`src/hw/rtl/assert_macros.svh`:
```
// Assertion helpers shared by the RTL.
`ifndef ASSERT_MACROS_SVH
`define ASSERT_MACROS_SVH

// Concurrent check sampled on the rising clock, off while reset is high.
`define ASSERT_CLK(label, clk, rst, prop) \
   label: assert property (@(posedge clk) disable iff (rst) (prop)) \
      else $error("%m: assertion failed");

// Implication form: whenever trig holds, cons must hold in the same cycle.
`define ASSERT_IMPLIES(label, clk, rst, trig, cons) \
   label: assert property (@(posedge clk) disable iff (rst) (trig) |-> (cons)) \
      else $error("%m: implication failed");

`endif

```
`src/hw/rtl/slcfb_pkg.sv`:
```
`timescale 1ns / 1ps
`default_nettype none

package slcfb_pkg;

   typedef logic [7:0]  byte_type;
   typedef logic [15:0] crc_type;

   localparam crc_type  CRC_INIT     = 16'hFFFF;
   localparam crc_type  CRC_POLY     = 16'h1021;
   localparam byte_type SYNC_FIRST   = 8'hAA;
   localparam byte_type SYNC_SECOND  = 8'h55;
   localparam byte_type RESET_LENGTH = 8'd24;

   // Position of a beat inside the results of one payload byte.
   typedef enum logic [2:0] {
      SLOT_SYNC1  = 3'd0,
      SLOT_SYNC2  = 3'd1,
      SLOT_LEN    = 3'd2,
      SLOT_DATA   = 3'd3,
      SLOT_CRC_HI = 3'd4,
      SLOT_CRC_LO = 3'd5
   } slot_type;

   // Everything needed to emit the beats of one accepted payload byte.
   typedef struct packed {
      byte_type data;
      byte_type len;
      crc_type  crc;
      logic     tail;
   } item_type;

endpackage

`default_nettype wire

```
`src/hw/rtl/slcfb_req_if.sv`:
```
`timescale 1ns / 1ps
`default_nettype none

interface slcfb_req_if;
   logic                valid;
   logic                ready;
   slcfb_pkg::byte_type payload_byte;

   modport source (output valid, output payload_byte, input ready);
   modport sink   (input valid, input payload_byte, output ready);
endinterface

`default_nettype wire

```
`src/hw/rtl/slcfb_rsp_if.sv`:
```
`timescale 1ns / 1ps
`default_nettype none

interface slcfb_rsp_if;
   logic                valid;
   logic                ready;
   slcfb_pkg::byte_type frame_byte;
   logic                frame_end;
   logic                run_last;

   modport source (output valid, output frame_byte, output frame_end, output run_last,
                   input ready);
   modport sink   (input valid, input frame_byte, input frame_end, input run_last,
                   output ready);
endinterface

`default_nettype wire

```
`src/hw/rtl/sync_len_crc16_frame_builder.sv`:
```
`timescale 1ns / 1ps
`default_nettype none
`include "assert_macros.svh"

// Channel   Dir  Handshake      Beat contents
// req       in   valid/ready    payload_byte
// rsp       out  valid/ready    frame_byte, frame_end, run_last
// csr       in   write enable   csr_write_data = payload length (0 means 256)
//
// One payload byte gives 1 to 6 output beats (1 mid-frame, up to 6 for a frame
// of one byte); one beat leaves per cycle while rsp is not stalled. The item
// register and the rsp register form a two-entry path: the next byte is taken
// in the cycle its predecessor's last beat moves into the rsp register.
// The CRC update is done in the accepting cycle, 8 bit steps in one cone.
// Reset is synchronous: CRC 0xFFFF, start of frame, length 24, both stages empty.
// A stall on rsp holds the output beat; the item register then backs up req.

module sync_len_crc16_frame_builder (
   input  wire                      clock,
   input  wire                      reset,
   slcfb_req_if.sink                req,
   slcfb_rsp_if.source              rsp,
   input  wire                      csr_write_enable,
   input  wire slcfb_pkg::byte_type csr_write_data
);

   // CRC16-CCITT, MSB first, one byte.
   function automatic slcfb_pkg::crc_type crc_feed(input slcfb_pkg::crc_type crc_i,
                                                   input slcfb_pkg::byte_type b);
      slcfb_pkg::crc_type c;
      c = crc_i ^ {b, 8'h00};
      for (int k = 0; k < 8; k++) begin
         c = c[15] ? ({c[14:0], 1'b0} ^ slcfb_pkg::CRC_POLY) : {c[14:0], 1'b0};
      end
      return c;
   endfunction

   // Frame state
   slcfb_pkg::crc_type  crc_ff, crc_in;
   slcfb_pkg::byte_type taken_ff, taken_in;
   slcfb_pkg::byte_type len_ff, len_in;

   // Item register
   logic                a_valid_ff, a_valid_in;
   slcfb_pkg::item_type a_item_ff, a_item_in;
   slcfb_pkg::slot_type a_pos_ff, a_pos_in;

   // Output register
   logic                rsp_valid_ff, rsp_valid_in;
   slcfb_pkg::byte_type rsp_byte_ff, rsp_byte_in;
   logic                rsp_end_ff, rsp_end_in;
   logic                rsp_last_ff, rsp_last_in;

   logic                out_load;
   logic                issue;
   logic                a_last;
   slcfb_pkg::slot_type last_slot;
   logic                accept;
   slcfb_pkg::crc_type  crc_next;
   logic [8:0]          taken_now;
   logic [8:0]          limit;
   logic                head;
   logic                tail;
   slcfb_pkg::byte_type slot_byte;

   assign out_load  = !rsp_valid_ff || rsp.ready;
   assign issue     = a_valid_ff && out_load;
   assign last_slot = a_item_ff.tail ? slcfb_pkg::SLOT_CRC_LO : slcfb_pkg::SLOT_DATA;
   assign a_last    = (a_pos_ff == last_slot);
   assign req.ready = !a_valid_ff || (issue && a_last);
   assign accept    = req.valid && req.ready;

   // Frame bookkeeping for the incoming byte.
   assign crc_next  = crc_feed(crc_ff, req.payload_byte);
   assign taken_now = {1'b0, taken_ff} + 9'd1;
   assign limit     = (len_ff == 8'd0) ? 9'd256 : {1'b0, len_ff};
   assign head      = (taken_ff == 8'd0);
   assign tail      = (taken_now >= limit);

   always_comb begin
      crc_in   = crc_ff;
      taken_in = taken_ff;
      len_in   = csr_write_enable ? csr_write_data : len_ff;
      if (accept) begin
         crc_in   = tail ? slcfb_pkg::CRC_INIT : crc_next;
         taken_in = tail ? 8'd0 : taken_now[7:0];
      end
   end

   // Beat selection for the current slot.
   always_comb begin
      unique case (a_pos_ff)
         slcfb_pkg::SLOT_SYNC1:  slot_byte = slcfb_pkg::SYNC_FIRST;
         slcfb_pkg::SLOT_SYNC2:  slot_byte = slcfb_pkg::SYNC_SECOND;
         slcfb_pkg::SLOT_LEN:    slot_byte = a_item_ff.len;
         slcfb_pkg::SLOT_DATA:   slot_byte = a_item_ff.data;
         slcfb_pkg::SLOT_CRC_HI: slot_byte = a_item_ff.crc[15:8];
         slcfb_pkg::SLOT_CRC_LO: slot_byte = a_item_ff.crc[7:0];
         default:                slot_byte = a_item_ff.data;
      endcase
   end

   always_comb begin
      a_valid_in = a_valid_ff;
      a_item_in  = a_item_ff;
      a_pos_in   = a_pos_ff;
      if (accept) begin
         a_valid_in     = 1'b1;
         a_item_in.data = req.payload_byte;
         a_item_in.len  = len_ff;
         a_item_in.crc  = crc_next;
         a_item_in.tail = tail;
         a_pos_in       = head ? slcfb_pkg::SLOT_SYNC1 : slcfb_pkg::SLOT_DATA;
      end else if (issue && a_last) begin
         a_valid_in = 1'b0;
      end else if (issue) begin
         a_pos_in = slcfb_pkg::slot_type'(a_pos_ff + 3'd1);
      end
   end

   always_comb begin
      rsp_valid_in = rsp_valid_ff;
      rsp_byte_in  = rsp_byte_ff;
      rsp_end_in   = rsp_end_ff;
      rsp_last_in  = rsp_last_ff;
      if (out_load) begin
         rsp_valid_in = issue;
         rsp_byte_in  = slot_byte;
         rsp_end_in   = (a_pos_ff == slcfb_pkg::SLOT_CRC_LO);
         rsp_last_in  = a_last;
      end
   end

   always_ff @(posedge clock) begin
      if (reset) begin
         crc_ff       <= slcfb_pkg::CRC_INIT;
         taken_ff     <= 8'd0;
         len_ff       <= slcfb_pkg::RESET_LENGTH;
         a_valid_ff   <= 1'b0;
         a_pos_ff     <= slcfb_pkg::SLOT_SYNC1;
         rsp_valid_ff <= 1'b0;
      end else begin
         crc_ff       <= crc_in;
         taken_ff     <= taken_in;
         len_ff       <= len_in;
         a_valid_ff   <= a_valid_in;
         a_pos_ff     <= a_pos_in;
         rsp_valid_ff <= rsp_valid_in;
      end
   end

   // Payload, no reset needed.
   always_ff @(posedge clock) begin
      a_item_ff   <= a_item_in;
      rsp_byte_ff <= rsp_byte_in;
      rsp_end_ff  <= rsp_end_in;
      rsp_last_ff <= rsp_last_in;
   end

   assign rsp.valid      = rsp_valid_ff;
   assign rsp.frame_byte = rsp_byte_ff;
   assign rsp.frame_end  = rsp_end_ff;
   assign rsp.run_last   = rsp_last_ff;

   // The slot never walks past the last beat of its byte.
   `ASSERT_IMPLIES(a_pos_in_range, clock, reset, a_valid_ff, a_pos_ff <= last_slot)
   // At the start of a frame the running CRC is back at its seed.
   `ASSERT_IMPLIES(crc_seed_at_start, clock, reset, taken_ff == 8'd0,
                   crc_ff == slcfb_pkg::CRC_INIT)
   // The closing CRC beat is always the final beat of its payload byte.
   `ASSERT_IMPLIES(end_is_last, clock, reset, rsp_valid_ff && rsp_end_ff, rsp_last_ff)

endmodule

`default_nettype wire
```
`src/flat_wrapper.sv`:
```
// flat-port wrapper written by rule: the top's interface ports become plain ports
module sync_len_crc16_frame_builder_flat 
  (clock, reset, csr_write_enable, csr_write_data, req_valid, req_payload_byte, req_ready, rsp_valid, rsp_frame_byte, rsp_frame_end, rsp_run_last, rsp_ready);
  slcfb_req_if req_i ();
  slcfb_rsp_if rsp_i ();
  input  wire clock;
  input  wire reset;
  input  wire csr_write_enable;
  input  wire slcfb_pkg::byte_type csr_write_data;
  input wire logic [$bits(req_i.valid)-1:0] req_valid;
  input wire logic [$bits(req_i.payload_byte)-1:0] req_payload_byte;
  output wire logic [$bits(req_i.ready)-1:0] req_ready;
  output wire logic [$bits(rsp_i.valid)-1:0] rsp_valid;
  output wire logic [$bits(rsp_i.frame_byte)-1:0] rsp_frame_byte;
  output wire logic [$bits(rsp_i.frame_end)-1:0] rsp_frame_end;
  output wire logic [$bits(rsp_i.run_last)-1:0] rsp_run_last;
  input wire logic [$bits(rsp_i.ready)-1:0] rsp_ready;
  assign req_i.valid = req_valid;
  assign req_i.payload_byte = req_payload_byte;
  assign req_ready = req_i.ready;
  assign rsp_valid = rsp_i.valid;
  assign rsp_frame_byte = rsp_i.frame_byte;
  assign rsp_frame_end = rsp_i.frame_end;
  assign rsp_run_last = rsp_i.run_last;
  assign rsp_i.ready = rsp_ready;
  sync_len_crc16_frame_builder u_core (.clock(clock), .reset(reset), .req(req_i), .rsp(rsp_i), .csr_write_enable(csr_write_enable), .csr_write_data(csr_write_data));
endmodule
```
`config.mk`:
```
export PLATFORM = sky130hd
export DESIGN_NAME = sync_len_crc16_frame_builder_flat
export DESIGN_NICKNAME = d
export VERILOG_FILES = /design/src/hw/rtl/slcfb_pkg.sv /design/src/hw/rtl/slcfb_req_if.sv /design/src/hw/rtl/slcfb_rsp_if.sv /design/src/hw/rtl/sync_len_crc16_frame_builder.sv /design/src/flat_wrapper.sv
export VERILOG_INCLUDE_DIRS = /design/src /design/src/hw/rtl
export SDC_FILE = /design/constraint.sdc
export NUM_CORES = 1
export LEC_CHECK = 0
export ABC_AREA = 1
export BUFFER_PORTS_ARGS = -buffer_cell sky130_fd_sc_hd__buf_2
export CAP_MARGIN = 20
export CORE_MARGIN = 2
export CORE_UTILIZATION = 59
export DETAILED_ROUTE_END_ITERATION = 6
export HOLD_SLACK_MARGIN = 0.12
export PLACE_DENSITY = 0.82
export SYNTH_ARGS = -nofsm -noshare
export SYNTH_HDL_FRONTEND = slang
export SYNTH_SLANG_ARGS = --single-unit
```
`constraint.sdc`:
```
create_clock -name clock -period 3.3 [get_ports clock]
set_clock_uncertainty 0.05 [all_clocks]
set_input_delay 0.66 -clock clock [delete_from_list [all_inputs] [get_ports clock]]
set_output_delay 0.66 -clock clock [all_outputs]
set_load 0.01 [all_outputs]
```
; ---- Word level (Yosys, flattened, before mapping)
; Cells that the tools add are included.
[word_totals]
ff_bits = 80
latch_bits = 0
ramBits = 0
rom_bits = 0
inputBits = 21
output_inout_bits = 12
wordCells = 63
mem_count = 0
[op_classes]
add_sub_neg = 2
n_mul = 0
n_div = 0
n_lt_le_gt_ge = 1
eq_ne = 6
n_shift = 0
muxes = 19
n_bitwise = 9
reduce_logical = 13
[ops]
columns = cell, count
row1 = 2-to-1 mux 13 bit, 8
row2 = case mux 8 bit (5 select lines), 1
row3 = inverter 3 bit, 8
row4 = logical NOT 8 bit, 2
row5 = 2-to-1 mux 16 bit, 1
row6 = XOR 16 bit, 1
row7 = 2-to-1 mux 3 bit, 4
row8 = "adder 8 x 1 -> 9 bit, second input constant", 1
row9 = greater-or-equal comparator 9 bit, 1
row10 = 2-to-1 mux 9 bit, 1
row11 = 2-to-1 mux 8 bit, 1
row12 = "equality test 3 bit, second input constant", 2
row13 = nonzero test 2 bit, 2
row14 = "adder 3 x 1 -> 3 bit, second input constant", 1
row15 = "equality test 3 x 1 -> 1 bit, second input constant", 1
row16 = "equality test 3 x 2 -> 1 bit, second input constant", 1
row17 = equality test 3 bit, 1
row18 = logical AND 1 bit, 3
row19 = logical NOT 3 bit, 1
row20 = logical NOT 1 bit, 2
row21 = logical OR 1 bit, 2
row22 = 2-to-1 mux 1 bit, 2
row23 = 2-to-1 mux 2 bit, 1
row24 = "inequality test 2 x 1 -> 1 bit, second input constant", 1
row25 = AND reduction 2 bit, 1

; ---- Depth between registers and ports, before layout
; Gate-level depths: netlist of the first run.
[depth]
depth_word = 18
mapped_depth = 17
mapped_depth_nobuf = 16

; ---- Worst setup path before layout of the first run
; No wires, ideal clock.
[synth_path]
path_type = register to register
startpoint = register u_core.taken_ff[0]
endpoint = register u_core.crc_ff[13]
arrival_time_ns = 2.132
path_slack_ns = 1.005
path_stages_with_launch = 16
path_cell_list = dfxtp_1 ha_1 nand3_1 nor3_1 xor2_1 ha_1 a21o_1 nand2_1 nand2_1 inv_1 nand2_1 inv_1 buf_2 nand2_1 nor2_1 nor2_1
[synth_between]
elab_chain_cells = 3
[synth_rtl]
columns = item, line
row1 = from (decl), sync_len_crc16_frame_builder.sv:40  ; slcfb_pkg::byte_type taken_ff, taken_in;
row2 = from (signal assigned), sync_len_crc16_frame_builder.sv:144  ; taken_ff <= taken_in;
row3 = adder 8 x 1 -> 9 bit, sync_len_crc16_frame_builder.sv:75  ; assign taken_now = {1'b0, taken_ff} + 9'd1;
row4 = greater-or-equal comparator 9 bit, sync_len_crc16_frame_builder.sv:78  ; assign tail = (taken_now >= limit);
row5 = 2-to-1 mux 16 bit, sync_len_crc16_frame_builder.sv:85  ; crc_in = tail ? slcfb_pkg::CRC_INIT : crc_next;
row6 = to (signal assigned), sync_len_crc16_frame_builder.sv:136  ; crc_ff <= slcfb_pkg::CRC_INIT;
row7 = to (signal assigned), sync_len_crc16_frame_builder.sv:143  ; crc_ff <= crc_in;
row8 = to (decl), sync_len_crc16_frame_builder.sv:39  ; slcfb_pkg::crc_type crc_ff, crc_in;
; No other way between the ends.
; A chain may end at the register's enable or synchronous reset.

; ---- Final worst setup path of the first run
[layout_path]
startpoint = register u_core.taken_ff[0]
endpoint = register u_core.crc_ff[14]
; Same word-level chain as after synthesis.

==> results of run 1 <==
worst paths after layout:
| path | start | end | cells after the start | slack, ns |
|---|---|---|---|---|
| setup / recovery | u_core.taken_ff[0]$_SDFFE_PP0P_ | u_core.crc_ff[14]$_SDFFE_PP1P_ | 14 | 0.49 |
| hold / removal | u_core.len_ff[2]$_SDFFE_PP0P_ | u_core.a_item_ff[19]$_DFFE_PP_ | 0 | 0.39 |
| setup reg to reg | u_core.taken_ff[0]$_SDFFE_PP0P_ | u_core.crc_ff[14]$_SDFFE_PP1P_ | 14 | 0.49 |
| hold reg to reg | u_core.len_ff[2]$_SDFFE_PP0P_ | u_core.a_item_ff[19]$_DFFE_PP_ | 0 | 0.39 |
layout make-up:
cell class	count	area (um^2)	share of cell area
clock buffer	10	128	0.0298
multi-input combinational	298	1530	0.356
timing repair buffer	33	168	0.0391
clock inverter	6	67.6	0.0158
sequential	80	2030	0.474
inverter	71	269	0.0627
tap	77	96.3	0.0225
per-layer routing:
| metal | vias to the layer above | track usage | share of wire |
|---|---|---|---|
| met4 | 0 | 0.0952 | 0.021 |
| met3 | 14 | 0.0584 | 0.057 |
| met5 | - | 0 | 0 |
| met1 | 1371 | 0.300 | 0.45 |
| li1 | 1535 | - | - |
| met2 | 94 | 0.357 | 0.47 |
synth_stat cells:
cell type | n | area share
inv_4 | 1 | 0.0016
nor2_1 | 53 | 0.051
a221oi_1 | 4 | 0.0090
buf_6 | 3 | 0.0087
nor3_1 | 3 | 0.0039
ha_1 | 15 | 0.048
a21oi_1 | 18 | 0.023
o211ai_1 | 1 | 0.0019
inv_1 | 68 | 0.066
nor4_1 | 2 | 0.0032
a22o_1 | 1 | 0.0023
nand2_4 | 3 | 0.0087
nand4_1 | 6 | 0.0097
edfxtp_1 | 43 | 0.33
o21ai_2 | 1 | 0.0023
nor3_4 | 1 | 0.0042
nand3_4 | 2 | 0.0090
nand3_2 | 1 | 0.0026
nand3_1 | 22 | 0.028
a21o_1 | 1 | 0.0019
xor2_1 | 9 | 0.020
buf_2 | 2 | 0.0026
nand2_1 | 132 | 0.13
nor2_4 | 1 | 0.0029
xnor2_1 | 4 | 0.0090
a21oi_2 | 1 | 0.0023
clkinv_1 | 1 | 0.00097
clkbuf_1 | 2 | 0.0019
dfxtp_1 | 37 | 0.19
o21ai_0 | 17 | 0.022
inv_2 | 1 | 0.00097
cell families after synthesis:
family,Yosys count,share of synthesized area
AND/OR/NAND/NOR,226,0.251
buffers and inverters,78,0.0825
AO/OA/AOI/OAI,44,0.0648
adder cells (fa/ha/maj),15,0.0484
XOR/XNOR,13,0.0293
flip-flops,80,0.524
per-stage QoR:
| step | power, mW | std cells | setup WS (ns) |
|---|---|---|---|
| finish | 2.39 | 575 | 0.489 |
| global route | 2.51 | 575 | 0.147 |
| CTS | 2.41 | 575 | 0.495 |
| detailed placement | 1.70 | 559 | 0.496 |
| global placement | 1.68 | 559 | 0.618 |
| floorplan | 1.56 | 456 | 1.01 |
sequential cells by signal, summed over array words and instances, names as in the netlist:
signal                 count
u_core.len_ff              8
u_core.rsp.run_last        1
u_core.taken_ff            8
u_core.a_pos_ff            3
u_core.rsp.frame_end       1
u_core.rsp.valid           1
u_core.a_item_ff          33
u_core.a_valid_ff          1
u_core.rsp.frame_byte      8
u_core.crc_ff             16
power groups by stage:
stage / clock network, mW / registers, mW / logic [mW]
final: 0.713 / 1.24 / 0.437
after global routing: 0.760 / 1.25 / 0.501
after CTS: 0.728 / 1.24 / 0.437
after detailed placement: 0 / 1.26 / 0.433
after global placement: 0 / 1.26 / 0.419
after floorplan: 0 / 1.27 / 0.296
==> flow_metrics.env, run 1 <==
export IMPL_grt_pass1_vias=2815
export IMPL_setup_viol_count_final=0
export IMPL_critical_path_class="reg -> reg"
export IMPL_wirelength_um=7580
export IMPL_p_int_mw=1.69
export IMPL_cp_common_cell="nand2_1"
export IMPL_rows=29
export IMPL_ys_ff_latch=80
export IMPL_cts_resized=0
export IMPL_cap_violations=0
export IMPL_cp_slowest_cell="inv_1"
export IMPL_ios=33
export IMPL_die_area_um2=7240
export IMPL_worstPathCellList="ha_1 -> nand3_1 -> nor3_1 -> xor2_1 -> ha_1 -> a21o_1 -> nand2_1 -> nand2_1 -> inv_1 -> nand2_1 -> inv_1 -> nand2_1 -> nor2_1 -> nor2_1"
export IMPL_max_slew_margin_rel=0.693
export IMPL_htree_levels=3
export IMPL_die_w_um=85.1
export IMPL_grt_total_usage=0.227
export IMPL_status="finished, final reports clean"
export IMPL_yosys_warnings=0
export IMPL_syn_area_per_cell_um2=8.51
export IMPL_drv_slew=0
export IMPL_required_ns=3.50
export IMPL_placed_area_um2=4090
export IMPL_start_util=0.611
export IMPL_post_cts_setup_buffers=0
export IMPL_layout_common_cells="nand2_1, inv_1, nor2_1"
export IMPL_p_per_area_nw_per_um2=558
export IMPL_power_frac_seq=0.519
export IMPL_drcViolationCount=0
export IMPL_area_delta_synth_final_pct=10.5
export IMPL_arrival_ns=3.01
export IMPL_fin_crit_ns=2.81
export IMPL_crit_family="simple AND/OR/NAND/NOR gates"
export IMPL_grt_antenna_before_repair=0
export IMPL_port_buffers=32
export IMPL_antenna_left=0
export IMPL_clockBufferDepth=2
export IMPL_syn_area_um2=3880
export IMPL_hold_violations=0
export IMPL_vdd_drop_max_v=0.000320
export IMPL_p_comb_frac=0.183
export IMPL_power_leakage_nw=2.10
export IMPL_cp_max_fo=15
export IMPL_timing_fmax_ghz=0.356
export IMPL_drt_pass1_iterations=5
export IMPL_gp_congestion=0.853
export IMPL_drive_above_1_share=0.120
export IMPL_fin_area_um2=4290
export IMPL_hp_class="reg -> reg"
export IMPL_routedWlPerCell_um=13.2
export IMPL_overflow=0
export IMPL_cts_tree="done"
export IMPL_final_common_cell="nand2_1"
export IMPL_worstSetupStartpointType="flop"
export IMPL_p_sw_mw=0.698
export IMPL_synthesis_nets=492
export IMPL_synthCells=456
export IMPL_fin_crit_sh=0.852
export IMPL_cts_root_buf="clkbuf_8"
export IMPL_vias=3014
export IMPL_post_route_util=0.675
export IMPL_cp_end_kind="flop"
export IMPL_die_y_um=85.1
export IMPL_sw_frac_of_total=0.292
export IMPL_clkLatencyLatePin_ns=0.35
export IMPL_grt_pass1_wl_um=12800
export IMPL_critical_path_buf_inv_count=2
export IMPL_critical_path_max_stage_delay_ns=0.43
export IMPL_fin_nets=529
export IMPL_drtIter0Drc=173
export IMPL_setup_tns_ns=0
export IMPL_fillCellCount=483
export IMPL_grt_max_degree=34
export IMPL_cts_buffers=9
export IMPL_power_frac_clock=0.298
export IMPL_worst_pin_slew_ns=0.460
export IMPL_diodes=0
export IMPL_rsz0062_at_grt="false"
export IMPL_synth_seq_area_share=0.524
export IMPL_clkSinkCount=80
export IMPL_holdBufCountCts=0
export IMPL_core_um2=6350
export IMPL_hold_slack_ns=0.389
export IMPL_yosysUniqueCellTypes=31
export IMPL_via_per_inst=5.24
export IMPL_clk_pin_slew_ns=0.08
export IMPL_hpwl_um=5720
(Power assumes the default switching activity.)
==> run 2: changes to the inputs <==
--- a/config.mk
+++ b/config.mk
@@ -13,7 +13,7 @@
 export CORE_UTILIZATION = 59
 export DETAILED_ROUTE_END_ITERATION = 6
 export HOLD_SLACK_MARGIN = 0.12
-export PLACE_DENSITY = 0.82
+export PLACE_DENSITY = 0.79
 export SYNTH_ARGS = -nofsm -noshare
 export SYNTH_HDL_FRONTEND = slang
 export SYNTH_SLANG_ARGS = --single-unit
==> flow_metrics.env, run 2 (synthesis gave the netlist of run 1 again) <==
export IMPL_drcViolationCount=0
export IMPL_post_cts_setup_buffers=0
export IMPL_vdd_drop_max_v=0.000413
export IMPL_worstSetupStartpointType="flop"
export IMPL_htree_levels=3
export IMPL_grt_max_degree=33
export IMPL_drive_above_1_share=0.118
export IMPL_p_per_area_nw_per_um2=558
export IMPL_setup_viol_count_final=0
export IMPL_post_route_util=0.676
export IMPL_crit_family="simple AND/OR/NAND/NOR gates"
export IMPL_grt_total_usage=0.224
export IMPL_critical_path_buf_inv_count=2
export IMPL_timing_fmax_ghz=0.355
export IMPL_port_buffers=32
export IMPL_fin_crit_sh=0.853
export IMPL_cp_slowest_cell="inv_1"
export IMPL_via_per_inst=5.15
export IMPL_die_area_um2=7240
export IMPL_max_slew_margin_rel=0.695
export IMPL_drt_pass1_iterations=5
export IMPL_wirelength_um=7500
export IMPL_grt_pass1_wl_um=12700
export IMPL_hold_slack_ns=0.392
export IMPL_fin_crit_ns=2.81
export IMPL_rsz0062_at_grt="false"
export IMPL_fin_nets=529
export IMPL_hp_class="reg -> reg"
export IMPL_clkLatencyLatePin_ns=0.33
export IMPL_setup_tns_ns=0
export IMPL_routedWlPerCell_um=13.0
export IMPL_diodes=0
export IMPL_holdBufCountCts=0
export IMPL_area_delta_synth_final_pct=10.5
export IMPL_worst_pin_slew_ns=0.457
export IMPL_drtIter0Drc=288
export IMPL_cap_violations=0
export IMPL_final_common_cell="nand2_1"
export IMPL_die_y_um=85.1
export IMPL_grt_pass1_vias=2863
export IMPL_power_leakage_nw=2.10
export IMPL_place_inst=559
export IMPL_rows=29
export IMPL_clockBufferDepth=2
export IMPL_worstPathCellList="ha_1 -> nand3_1 -> nor3_1 -> xor2_1 -> ha_1 -> a21o_1 -> nand2_1 -> nand2_1 -> inv_1 -> nand2_1 -> inv_1 -> nand2_1 -> nor2_1 -> nor2_1"
export IMPL_gp_congestion=0.860
export IMPL_hpwl_um=5650
export IMPL_fin_area_um2=4290
export IMPL_cp_max_fo=15
export IMPL_largest_reg_flops=33
export IMPL_arrival_ns=3.00
export IMPL_clkSinkCount=80
export IMPL_reg_top3="u_core.a_item_ff (33), u_core.crc_ff (16)"
export IMPL_die_w_um=85.1
export IMPL_final_cell_count_no_fill=575
export IMPL_core_um2=6350
export IMPL_grt_antenna_before_repair=0
export IMPL_cts_resized=0
export IMPL_layout_common_cells="nand2_1, inv_1, nor2_1"
export IMPL_cts_root_buf="clkbuf_8"
export IMPL_overflow=0
export IMPL_ios=33
export IMPL_placed_area_um2=4090
export IMPL_cp_common_cell="nand2_1"
export IMPL_drv_slew=0
export IMPL_antenna_left=0
export IMPL_critical_path_max_stage_delay_ns=0.42
export IMPL_required_ns=3.48
export IMPL_cts_tree="done"
export IMPL_critical_path_class="reg -> reg"
export IMPL_hold_violations=0
export IMPL_cts_buffers=9
export IMPL_vias=2960
export IMPL_start_util=0.611
export IMPL_top_register="u_core.a_item_ff"
export IMPL_status="finished, final reports clean"
export IMPL_cp_end_kind="flop"
export IMPL_clk_pin_slew_ns=0.08
## run 2: changes by cell type in the layout (fill, tap and decap cells not counted), sizes merged
cell	change
clkinv	+3
clkinvlp	-2
inv	-1
## run 2: path summary, 6_finish.rpt
path,start,slack (ns),to,cells past startpoint
setup / recovery,u_core.taken_ff[0]$_SDFFE_PP0P_,0.49,u_core.crc_ff[12]$_SDFFE_PP1P_,14
hold / removal,u_core.len_ff[2]$_SDFFE_PP0P_,0.39,u_core.a_item_ff[19]$_DFFE_PP_,0
setup reg to reg,u_core.taken_ff[0]$_SDFFE_PP0P_,0.49,u_core.crc_ff[12]$_SDFFE_PP1P_,14
hold reg to reg,u_core.len_ff[2]$_SDFFE_PP0P_,0.39,u_core.a_item_ff[19]$_DFFE_PP_,0
## run 2: layout make-up
| type | instances | area (um^2) |
|---|---|---|
| multi-input cells | 298 | 1530 |
| inverters | 71 | 269 |
| well taps | 77 | 96.3 |
| clock buffers | 10 | 128 |
| clock inverters | 6 | 68.8 |
| flip-flops and latches | 80 | 2030 |
| repair buffers | 33 | 168 |
| fillers | 499 | 2060 |
## run 2: metrics by stage
step / worst slack (ns) / power [mW]
2_1_floorplan: 1.01 / 1.56
3_3_place_gp: 0.605 / 1.68
3_5_place_dp: 0.508 / 1.70
4_1_cts: 0.485 / 2.40
5_1_grt: 0.179 / 2.52
6_report: 0.487 / 2.40
## run 2: power breakdown
| part | total [mW] | leakage (nW) | switching [mW] | internal [mW] |
|---|---|---|---|---|
| logic | 0.439 | 1.28 | 0.285 | 0.154 |
| registers | 1.24 | 0.726 | 0.0558 | 1.19 |
| clock network | 0.715 | 0.0985 | 0.360 | 0.354 |
## run 2: metal layers
layer  vias to the layer above  GRT usage  share of wire
li1                       1535          -              -
met1                      1334      0.306           0.46
met2                        74      0.346           0.47
met3                        17     0.0447          0.056
met4                         0      0.105          0.021
met5                         -          0              0
## run 2: worst register-to-register path, delay by kind of cell, from the launching register on
kind            cells  cell delay [ns]
fa+ha+maj           2             0.48
buf+inv             2             0.47
simple gates        8             0.92
compound gates      1             0.18
xor+xnor            1             0.23
flops               1             0.40
==> run 3: changes to the inputs <==
--- a/config.mk
+++ b/config.mk
@@ -10,10 +10,9 @@
 export BUFFER_PORTS_ARGS = -buffer_cell sky130_fd_sc_hd__buf_2
 export CAP_MARGIN = 20
 export CORE_MARGIN = 2
-export CORE_UTILIZATION = 59
+export CORE_UTILIZATION = 30
 export DETAILED_ROUTE_END_ITERATION = 6
 export HOLD_SLACK_MARGIN = 0.12
-export PLACE_DENSITY = 0.79
 export SYNTH_ARGS = -nofsm -noshare
 export SYNTH_HDL_FRONTEND = slang
 export SYNTH_SLANG_ARGS = --single-unit
==> flow_metrics.env, run 3 (synthesis gave the netlist of run 1 again) <==
export IMPL_grt_antenna_before_repair=0
export IMPL_cts_root_buf="clkbuf_16"
export IMPL_clkLatencyLatePin_ns=0.33
export IMPL_die_w_um=118
export IMPL_multi_input_comb_area_um2=1530
export IMPL_die_area_um2=13900
export IMPL_vias=2920
export IMPL_cts_resized=0
export IMPL_core_um2=12600
export IMPL_worstSetupStartpointType="flop"
export IMPL_drcViolationCount=0
export IMPL_drive_above_1_share=0.118
export IMPL_placed_area_um2=4210
export IMPL_cap_violations=0
export IMPL_seq_area_um2=2030
export IMPL_vdd_drop_max_v=0.000279
export IMPL_drv_slew=0
export IMPL_wirelength_um=7950
export IMPL_area_delta_synth_final_pct=16.5
export IMPL_regToRegSetupSlack_ns=0.47
export IMPL_timing_fmax_ghz=0.353
export IMPL_ios=33
export IMPL_htree_levels=3
export IMPL_holdBufCountCts=0
export IMPL_port_buffers=32
export IMPL_fin_area_um2=4520
export IMPL_p_per_area_nw_per_um2=595
export IMPL_clockBufferDepth=2
export IMPL_rows=41
export IMPL_arrival_ns=3.01
export IMPL_cp_max_fo=15
export IMPL_start_util=0.308
export IMPL_power_leakage_nw=2.15
export IMPL_required_ns=3.48
export IMPL_diodes=0
export IMPL_max_slew_margin_rel=0.663
export IMPL_antenna_left=0
export IMPL_fin_crit_ns=2.83
export IMPL_power_mw=2.69
export IMPL_routedWlPerCell_um=11.9
export IMPL_fillCellCount=1302
export IMPL_gp_congestion=0.873
export IMPL_clkSinkCount=80
export IMPL_fin_nets=529
export IMPL_grt_max_degree=27
export IMPL_cp_end_kind="flop"
export IMPL_post_cts_setup_buffers=0
export IMPL_cts_buffers=9
export IMPL_worst_pin_slew_ns=0.504
export IMPL_critical_path_class="reg -> reg"
export IMPL_overflow=0
export IMPL_hold_violations=0
export IMPL_grt_pass1_vias=2764
export IMPL_drt_pass1_iterations=4
export IMPL_reg_top3="u_core.a_item_ff (33), u_core.crc_ff (16)"
export IMPL_final_common_cell="nand2_1"
export IMPL_top_register="u_core.a_item_ff"
export IMPL_via_per_inst=4.36
export IMPL_grt_total_usage=0.119
export IMPL_status="finished, final reports clean"
export IMPL_layout_common_cells="nand2_1, inv_1, nor2_1"
export IMPL_hp_class="reg -> reg"
export IMPL_largest_reg_flops=33
export IMPL_drtIter0Drc=199
export IMPL_setup_viol_count_final=0
export IMPL_fin_crit_sh=0.859
export IMPL_grt_pass1_wl_um=13100
export IMPL_setup_tns_ns=0
export IMPL_hpwl_um=6110
export IMPL_rsz0062_at_grt="false"
export IMPL_cts_tree="done"
export IMPL_die_y_um=118
export IMPL_clk_pin_slew_ns=0.06
-- run 3: changes by cell type in the layout (fill, tap and decap cells not counted) --
cell,previous run,this run
clkbuf_16,0,10
clkbuf_8,9,0
clkinv_4,3,1
clkinv_2,0,1
clkinvlp_4,0,1
inv_6,1,0
-- run 3: area by class of cell --
type | instances | area share
repair buffers | 33 | 0.0371
inverters | 71 | 0.0595
multi-input cells | 298 | 0.338
clock buffers | 11 | 0.0562
well taps | 172 | 0.0476
clock inverters | 5 | 0.0122
flip-flops and latches | 80 | 0.449
-- run 3: path summary, 6_finish.rpt --
check	startpoint	to	depth (start not counted)
max	u_core.taken_ff[0]$_SDFFE_PP0P_	u_core.crc_ff[7]$_SDFFE_PP1P_	14
min	u_core.len_ff[2]$_SDFFE_PP0P_	u_core.a_item_ff[19]$_DFFE_PP_	0
max reg2reg	u_core.taken_ff[0]$_SDFFE_PP0P_	u_core.crc_ff[7]$_SDFFE_PP1P_	14
min reg2reg	u_core.len_ff[2]$_SDFFE_PP0P_	u_core.a_item_ff[19]$_DFFE_PP_	0
-- run 3: report_power, final --
| part | total, mW | internal, mW | switching, mW |
|---|---|---|---|
| clock network | 1.01 | 0.629 | 0.384 |
| registers | 1.24 | 1.19 | 0.0560 |
| logic | 0.432 | 0.154 | 0.279 |
-- run 3: through the flow --
step | setup WS [ns] | std cells | util | hold slack (ns)
after floorplan | 1.01 | 456 | - | 0.358
after global placement | 0.585 | 654 | 0.334 | 0.374
after detailed placement | 0.480 | 654 | 0.334 | 0.383
after CTS | 0.468 | 670 | 0.358 | 0.398
after global routing | 0.157 | 670 | 0.358 | 0.409
final | 0.465 | 670 | 0.358 | 0.398
-- run 3: routing by layer --
| metal | up-vias | global-route usage | routed length [um] | part of all wire |
|---|---|---|---|---|
| met5 | - | 0 | 0 | 0 |
| met4 | 0 | 0.0444 | 116 | 0.015 |
| met2 | 51 | 0.193 | 3720 | 0.47 |
| met3 | 7 | 0.0315 | 297 | 0.037 |
| met1 | 1321 | 0.153 | 3820 | 0.48 |
| li1 | 1541 | - | - | - |
-- run 3: critical path, cell delays in order (launching register included) --
cell and delay, ns:
dfxtp_1 0.39, ha_1 0.21, nand3_1 0.14, nor3_1 0.20, xor2_1 0.23, ha_1 0.29, a21o_1 0.18, nand2_1 0.05
nand2_1 0.05, inv_1 0.05, nand2_1 0.18, inv_1 0.45, nand2_1 0.10, nor2_1 0.11, nor2_1 0.05
